$ cat config.mk
export PLATFORM = sky130hd
export DESIGN_NAME = ppsr_recip_div
export DESIGN_NICKNAME = d
export VERILOG_FILES = /design/src/ppsr_pkg.sv /design/src/ppsr_recip_div.sv
export SDC_FILE = /design/constraint.sdc
export NUM_CORES = 2
export LEC_CHECK = 0
export ABC_AREA = 1
export ABC_CLOCK_PERIOD_IN_PS = 9450
export BUFFER_PORTS_ARGS = -buffer_cell sky130_fd_sc_hd__clkbuf_2
export CAP_MARGIN = 30
export CELL_PAD_IN_SITES_DETAIL_PLACEMENT = 1
export CELL_PAD_IN_SITES_GLOBAL_PLACEMENT = 2
export CORE_MARGIN = 4
export CORE_UTILIZATION = 40
export CTS_BUF_LIST = sky130_fd_sc_hd__clkbuf_16
export DETAILED_ROUTE_END_ITERATION = 8
export MAX_ROUTING_LAYER = met4
export PLACE_DENSITY_LB_ADDON = 0.08
export SYNTH_ARGS = -nofsm -noshare
export SYNTH_HDL_FRONTEND = slang
export SYNTH_SLANG_ARGS = --single-unit
$ cat constraint.sdc
create_clock -name clk -period 9.45 [get_ports clk]
set_clock_uncertainty 0.1 [all_clocks]
set_input_delay 1.4175 -clock clk [delete_from_list [all_inputs] [get_ports clk]]
set_output_delay 1.4175 -clock clk [all_outputs]
set_load 0.05 [all_outputs]
$ cat src/ppsr_pkg.sv
// Package for the PWM phase stagger router: field widths, register codes,
// payload structs and the divider pipeline geometry. Depends on nothing.
package ppsr_pkg;

	// Q format of duties and phases.
	localparam int FRAC_BITS = 16;
	localparam int DUTY_W    = FRAC_BITS + 1;
	localparam int CH_NUM    = 4;
	localparam int CH_IDX_W  = $clog2(CH_NUM);
	localparam logic [DUTY_W-1:0] DUTY_ONE = DUTY_W'(1) << FRAC_BITS;

	// Sum of four saturated duties and the reciprocal of that sum.
	localparam int TOT_W   = DUTY_W + 2;
	localparam int RECIP_W = 2 * FRAC_BITS;

	// Divider geometry: quotient bits resolved per stage and stage count.
	localparam int DIV_STEP   = 4;
	localparam int DIV_STAGES = (RECIP_W + 1 + DIV_STEP - 1) / DIV_STEP;
	localparam int DIV_W      = DIV_STAGES * DIV_STEP;
	localparam int DIV_ONE_POS = DIV_W - 1 - RECIP_W;

	// Configuration port.
	localparam int CFG_IDX_W  = 3;
	localparam int CFG_DATA_W = 8;
	localparam int ROUTE_W    = 3;

	localparam logic [CFG_IDX_W-1:0] CFG_PHASE_MODE = 3'd0;
	localparam logic [CFG_IDX_W-1:0] CFG_ROUTE0     = 3'd1;
	localparam logic [CFG_IDX_W-1:0] CFG_ROUTE1     = 3'd2;
	localparam logic [CFG_IDX_W-1:0] CFG_ROUTE2     = 3'd3;
	localparam logic [CFG_IDX_W-1:0] CFG_ROUTE3     = 3'd4;

	// Route values at or above this code leave the output disconnected.
	localparam logic [ROUTE_W-1:0] ROUTE_OFF = 3'd4;

	typedef enum logic [1:0] {
		MODE_NONE   = 2'd0,
		MODE_CENTER = 2'd1,
		MODE_STAG3  = 2'd2,
		MODE_STAG4  = 2'd3
	} phase_mode_t;

	typedef logic [DUTY_W-1:0] duty_t;
	typedef duty_t [CH_NUM-1:0] duty_vec_t;

	typedef struct packed {
		duty_t duty_red;
		duty_t duty_green;
		duty_t duty_blue;
		duty_t duty_white;
	} duty_req_t;

	typedef struct packed {
		duty_t out0_duty;
		duty_t out1_duty;
		duty_t out2_duty;
		duty_t out3_duty;
		duty_t out0_phase;
		duty_t out1_phase;
		duty_t out2_phase;
		duty_t out3_phase;
	} route_rsp_t;

	// Side data that rides through the divider with each request.
	typedef struct packed {
		duty_vec_t duty;
		logic      tot_zero;
	} ppsr_tag_t;

endpackage

$ cat src/ppsr_recip_div.sv
// Pipelined reciprocal unit: floor(2^(2*FRAC_BITS) / total), low RECIP_W bits,
// a few quotient bits per stage. Depends on ppsr_pkg.
module ppsr_recip_div
	import ppsr_pkg::*;
(
	input  logic               clk,
	input  logic               arst_n,
	input  logic               in_valid,
	output logic               in_ready,
	input  logic [TOT_W-1:0]   in_total,
	input  ppsr_tag_t          in_tag,
	output logic               out_valid,
	input  logic               out_ready,
	output logic [RECIP_W-1:0] out_recip,
	output ppsr_tag_t          out_tag
);

	// Entry 0 is the incoming request; entries 1..DIV_STAGES are registers.
	logic               v_s   [0:DIV_STAGES];
	logic [TOT_W-1:0]   rem_s [0:DIV_STAGES];
	logic [TOT_W-1:0]   tot_s [0:DIV_STAGES];
	logic [RECIP_W-1:0] quo_s [0:DIV_STAGES];
	ppsr_tag_t          tag_s [0:DIV_STAGES];
	logic               rdy   [0:DIV_STAGES];

	assign v_s[0]   = in_valid;
	assign rem_s[0] = '0;
	assign tot_s[0] = in_total;
	assign quo_s[0] = '0;
	assign tag_s[0] = in_tag;

	assign rdy[DIV_STAGES] = out_ready;
	assign in_ready        = rdy[0];

	genvar k;
	for (k = 0; k < DIV_STAGES; k++) begin : g_stage
		logic [TOT_W-1:0]   rem_nxt;
		logic [RECIP_W-1:0] quo_nxt;

		assign rdy[k] = !v_s[k+1] || rdy[k+1];

		// Restoring division, one quotient bit per step. The dividend is a
		// single one bit, so each step shifts in a constant.
		always_comb begin : b_step
			logic [TOT_W:0]     wide;
			logic [TOT_W-1:0]   r;
			logic [RECIP_W-1:0] q;
			r = rem_s[k];
			q = quo_s[k];
			for (int j = 0; j < DIV_STEP; j++) begin
				wide = {r, 1'((k * DIV_STEP + j) == DIV_ONE_POS)};
				if (wide >= {1'b0, tot_s[k]}) begin
					wide = wide - {1'b0, tot_s[k]};
					q    = {q[RECIP_W-2:0], 1'b1};
				end else begin
					q    = {q[RECIP_W-2:0], 1'b0};
				end
				r = wide[TOT_W-1:0];
			end
			rem_nxt = r;
			quo_nxt = q;
		end

		always_ff @(posedge clk or negedge arst_n) begin
			if (!arst_n) begin
				v_s[k+1] <= 1'b0;
			end else if (rdy[k]) begin
				v_s[k+1] <= v_s[k];
			end
		end

		always_ff @(posedge clk) begin
			if (rdy[k] && v_s[k]) begin
				rem_s[k+1] <= rem_nxt;
				tot_s[k+1] <= tot_s[k];
				quo_s[k+1] <= quo_nxt;
				tag_s[k+1] <= tag_s[k];
			end
		end
	end

	assign out_valid = v_s[DIV_STAGES];
	assign out_recip = quo_s[DIV_STAGES];
	assign out_tag   = tag_s[DIV_STAGES];

endmodule

==> results.toml <==
[global_route]
grt_util_all_layers_pct = 26.3
grt_overflow = 0
grt_first_pass_wirelength_mm = 367
grt_pass1_vias = 61600
grt_max_degree = 95
antenna_violations_before_repair = 8

[setup_path]
critPathCaptureType = "register"
critical_path_class = "register to register"
crit_fanout = 18
timing.critical_path.buf_inv = 7
critPathMostFrequentCell = "sky130_fd_sc_hd__nand2_1"
data_required_critical_path_ps = 9840
cpPeakStageDelay_ps = 420
cp.arrival_ps = 9320
path_delay_family = "simple AND/OR/NAND/NOR gates"
crit_path_start_kind = "register"
worst_path_cell_with_the_longest_stage_delay = "sky130_fd_sc_hd__edfxtp_1"

[synth]
synth_top_family_by_area = "simple AND/OR/NAND/NOR gates"
synth_mux_area_share_pct = 0
synth.top_cells.by_area = "sky130_fd_sc_hd__edfxtp_1, sky130_fd_sc_hd__ha_1, sky130_fd_sc_hd__nand2_1"
synth_compound_area_share_pct = 12.8
yosys_register_bits = 1078
synth-xor-area-share_pct = 6.64
syn-num-nets = 8710
yosys.area.top_type = "sky130_fd_sc_hd__edfxtp_1"
synth_edf_count = 1069
synth_area_per_cell_um2 = 8.95
synth.top_cell.area_share_pct = 45.0
yosys.area_share.simple_pct = 18.2
ys.flop_type = "sky130_fd_sc_hd__edfxtp_1"
synthAdderAreaFrac_pct = 11.5
post_synth_num_cell_types = 60
synthesis.yosys.warnings = 0
yosysSeqAreaShare_pct = 45.3
ys_async_sr_fraction_pct = 0.835
syn-instance-count = 7970
mappedNetlistArea_um2 = 71300

[finish]
final_design_area_no_fill_um2 = 82400
nFillCells = 20700
core_util_final_pct = 46.6
fraction_of_layout_cells_with_a_size_suffix_above_1_pct = 12.8
finalNonFillerCells = 11100
layout.nets = 9354
area.growth.synth_to_final_pct = 15.5

[placement]
placed_cell_count = 10800
postPlaceCellArea_um2 = 78000
dp_hpwl_mm = 197
place_congestion = 0.918
numPortBuffers = 194

[clock_network]
holdBufCountCts = 0
insertion_delay_ps = 780
cts_sinks = 1078
clock_tree.buffer_depth = 3
cts_tree = "done"
root_buffer = "sky130_fd_sc_hd__clkbuf_16"
worst_setup_hold_path_clk_slew_ps = 60
h-tree-depth = 3
number_of_clock_buffers_inserted_by_tritoncts = 116

[floorplanning]
floorplan.io_pins = 195
area_of_the_die_um2 = 185000
height_of_the_chip_um = 430
core_area_um2 = 177000
dieWidth_um = 430
initial_standard_cell_utilization_of_the_core_pct = 40.4
num_rows = 154

[detailed_routing]
post_drt_wl_per_cell_um = 21.8
routed_wl_mm = 241
dr_total_vias = 58500
antenna_violating_nets_post_route = 0
dr.first_iter.drc_count = 3180
drc = 0
viasPerCell = 5.30
firstDrtPassIters = 5

[timing]
timing.slew.headroom_pct = 35.6
minimum_period_implied_by_the_final_worst_setup_slack_ps = 8930
hold_violations = 0
fmaxAchievable_mhz = 112
final_max_slew_viol_count = 0
setup_tns_ps = 0
tightest_slew_ps = 967
timing.final.crit_share_pct = 94.5
setup_violations = 0

[worst_hold_path]
hp-class = "register to register"

[flow_run]
timing.max_cap.violations = 0

[outcome]
run_status = "complete, no violations"
[cells by family after synthesis]
group	after synthesis
buf+inv	949
flops	1078
xor+xnor	541
fa+ha+maj	648
simple gates	3091
compound gates	1663
[final timing paths]
| path | start | end | slack (ps) | cells after the start |
|---|---|---|---|---|
| worst max-delay path | tot_s[102] | rem_s[76] | 520 | 45 |
| worst min-delay path | quo_s[115] | quo_s[87] | 270 | 0 |
| worst max register to register | tot_s[102] | rem_s[76] | 520 | 45 |
| worst min register to register | quo_s[115] | quo_s[87] | 270 | 0 |
| max in group asynchronous | arst_n | v_s[3] | 8600 | 1 |
| min in group asynchronous | arst_n | v_s[5] | 400 | 1 |
[Yosys cell counts, types with 38 or more instances]
cell type and instances:
sky130_fd_sc_hd__o21bai_1 42, sky130_fd_sc_hd__a21oi_1 667, sky130_fd_sc_hd__nand2_1 1948, sky130_fd_sc_hd__nand4_1 111
sky130_fd_sc_hd__inv_1 715, sky130_fd_sc_hd__xor2_1 289, sky130_fd_sc_hd__inv_2 38, sky130_fd_sc_hd__xnor2_1 252
sky130_fd_sc_hd__o21ai_1 147, sky130_fd_sc_hd__nor3_1 74, sky130_fd_sc_hd__o21ai_0 523, sky130_fd_sc_hd__a21o_1 84
sky130_fd_sc_hd__buf_4 91, sky130_fd_sc_hd__edfxtp_1 1069, sky130_fd_sc_hd__ha_1 639, sky130_fd_sc_hd__buf_2 73
sky130_fd_sc_hd__nand3_1 329, sky130_fd_sc_hd__a31oi_1 62, sky130_fd_sc_hd__nor2_1 482
[flip-flops by register name, summed over array words and instances, names as in the netlist]
signal,count
out_recip,32
out_tag,69
out_valid,1
quo_s,112
rem_s,152
tag_s,552
tot_s,152
v_s,8
[layer usage]
layer	vias to the layer above	global-route usage [%]	wire (µm)
met3	300	2.05	6200
met2	848	45.5	119000
li1	28900	-	-
met4	0	7.06	7040
met1	28500	33.3	108000
met5	-	-	0
[layout make-up]
cell class / count / area [µm²] / area share, %
repair buffers: 718 / 5160 / 6.26
inverters: 754 / 2890 / 3.51
clock buffers: 116 / 2900 / 3.52
clock inverters: 98 / 823 / 0.999
well taps: 2340 / 2930 / 3.55
diodes: 1 / 2.50 / 0.00304
multi-input cells: 5946 / 35400 / 42.9
flip-flops and latches: 1078 / 32300 / 39.2
[metrics by stage]
stage               setup WS (ps)  hold WS, ps
CTS                          3.75          274
detailed placement           -529          305
floorplan                     843          300
global route                -63.2          268
finish                        520          271
global placement             -505          300
[layout by cell type, fill, tap and decap left out, types with 14 or more instances in the layout]
master	count
sky130_fd_sc_hd__or2_2	37
sky130_fd_sc_hd__o21ai_0	477
sky130_fd_sc_hd__nor2_1	475
sky130_fd_sc_hd__clkbuf_16	116
sky130_fd_sc_hd__nand4_1	111
sky130_fd_sc_hd__clkinv_1	16
sky130_fd_sc_hd__xor2_1	289
sky130_fd_sc_hd__a31oi_1	57
sky130_fd_sc_hd__inv_2	34
sky130_fd_sc_hd__edfxtp_1	1069
sky130_fd_sc_hd__inv_6	14
sky130_fd_sc_hd__xnor2_1	252
sky130_fd_sc_hd__nand2_1	1946
sky130_fd_sc_hd__ha_1	630
sky130_fd_sc_hd__nand2_2	14
sky130_fd_sc_hd__o211ai_1	21
sky130_fd_sc_hd__o21ai_2	18
sky130_fd_sc_hd__a21oi_1	653
sky130_fd_sc_hd__nor3_1	72
sky130_fd_sc_hd__inv_1	727
sky130_fd_sc_hd__nand3_1	326
sky130_fd_sc_hd__clkbuf_2	194
sky130_fd_sc_hd__a21oi_2	19
sky130_fd_sc_hd__o31ai_1	19
sky130_fd_sc_hd__clkinv_2	21
sky130_fd_sc_hd__buf_4	504
sky130_fd_sc_hd__o21ai_1	185
sky130_fd_sc_hd__a21boi_0	22
sky130_fd_sc_hd__nor4_1	22
sky130_fd_sc_hd__o21bai_1	41
sky130_fd_sc_hd__a21o_1	84
sky130_fd_sc_hd__buf_12	15
[timing repair]
action / CTS / global route
buffers inserted: 2 / 26
endpoints found under the setup margin: 37 / 138
pin swaps: 1 / 9
cloned: 0 / 3
resized for setup: 11 / 131
Power is left out: the tool's default activity adds up to more than one toggle a clock period on the data nets, which glitch-free logic cannot reach.
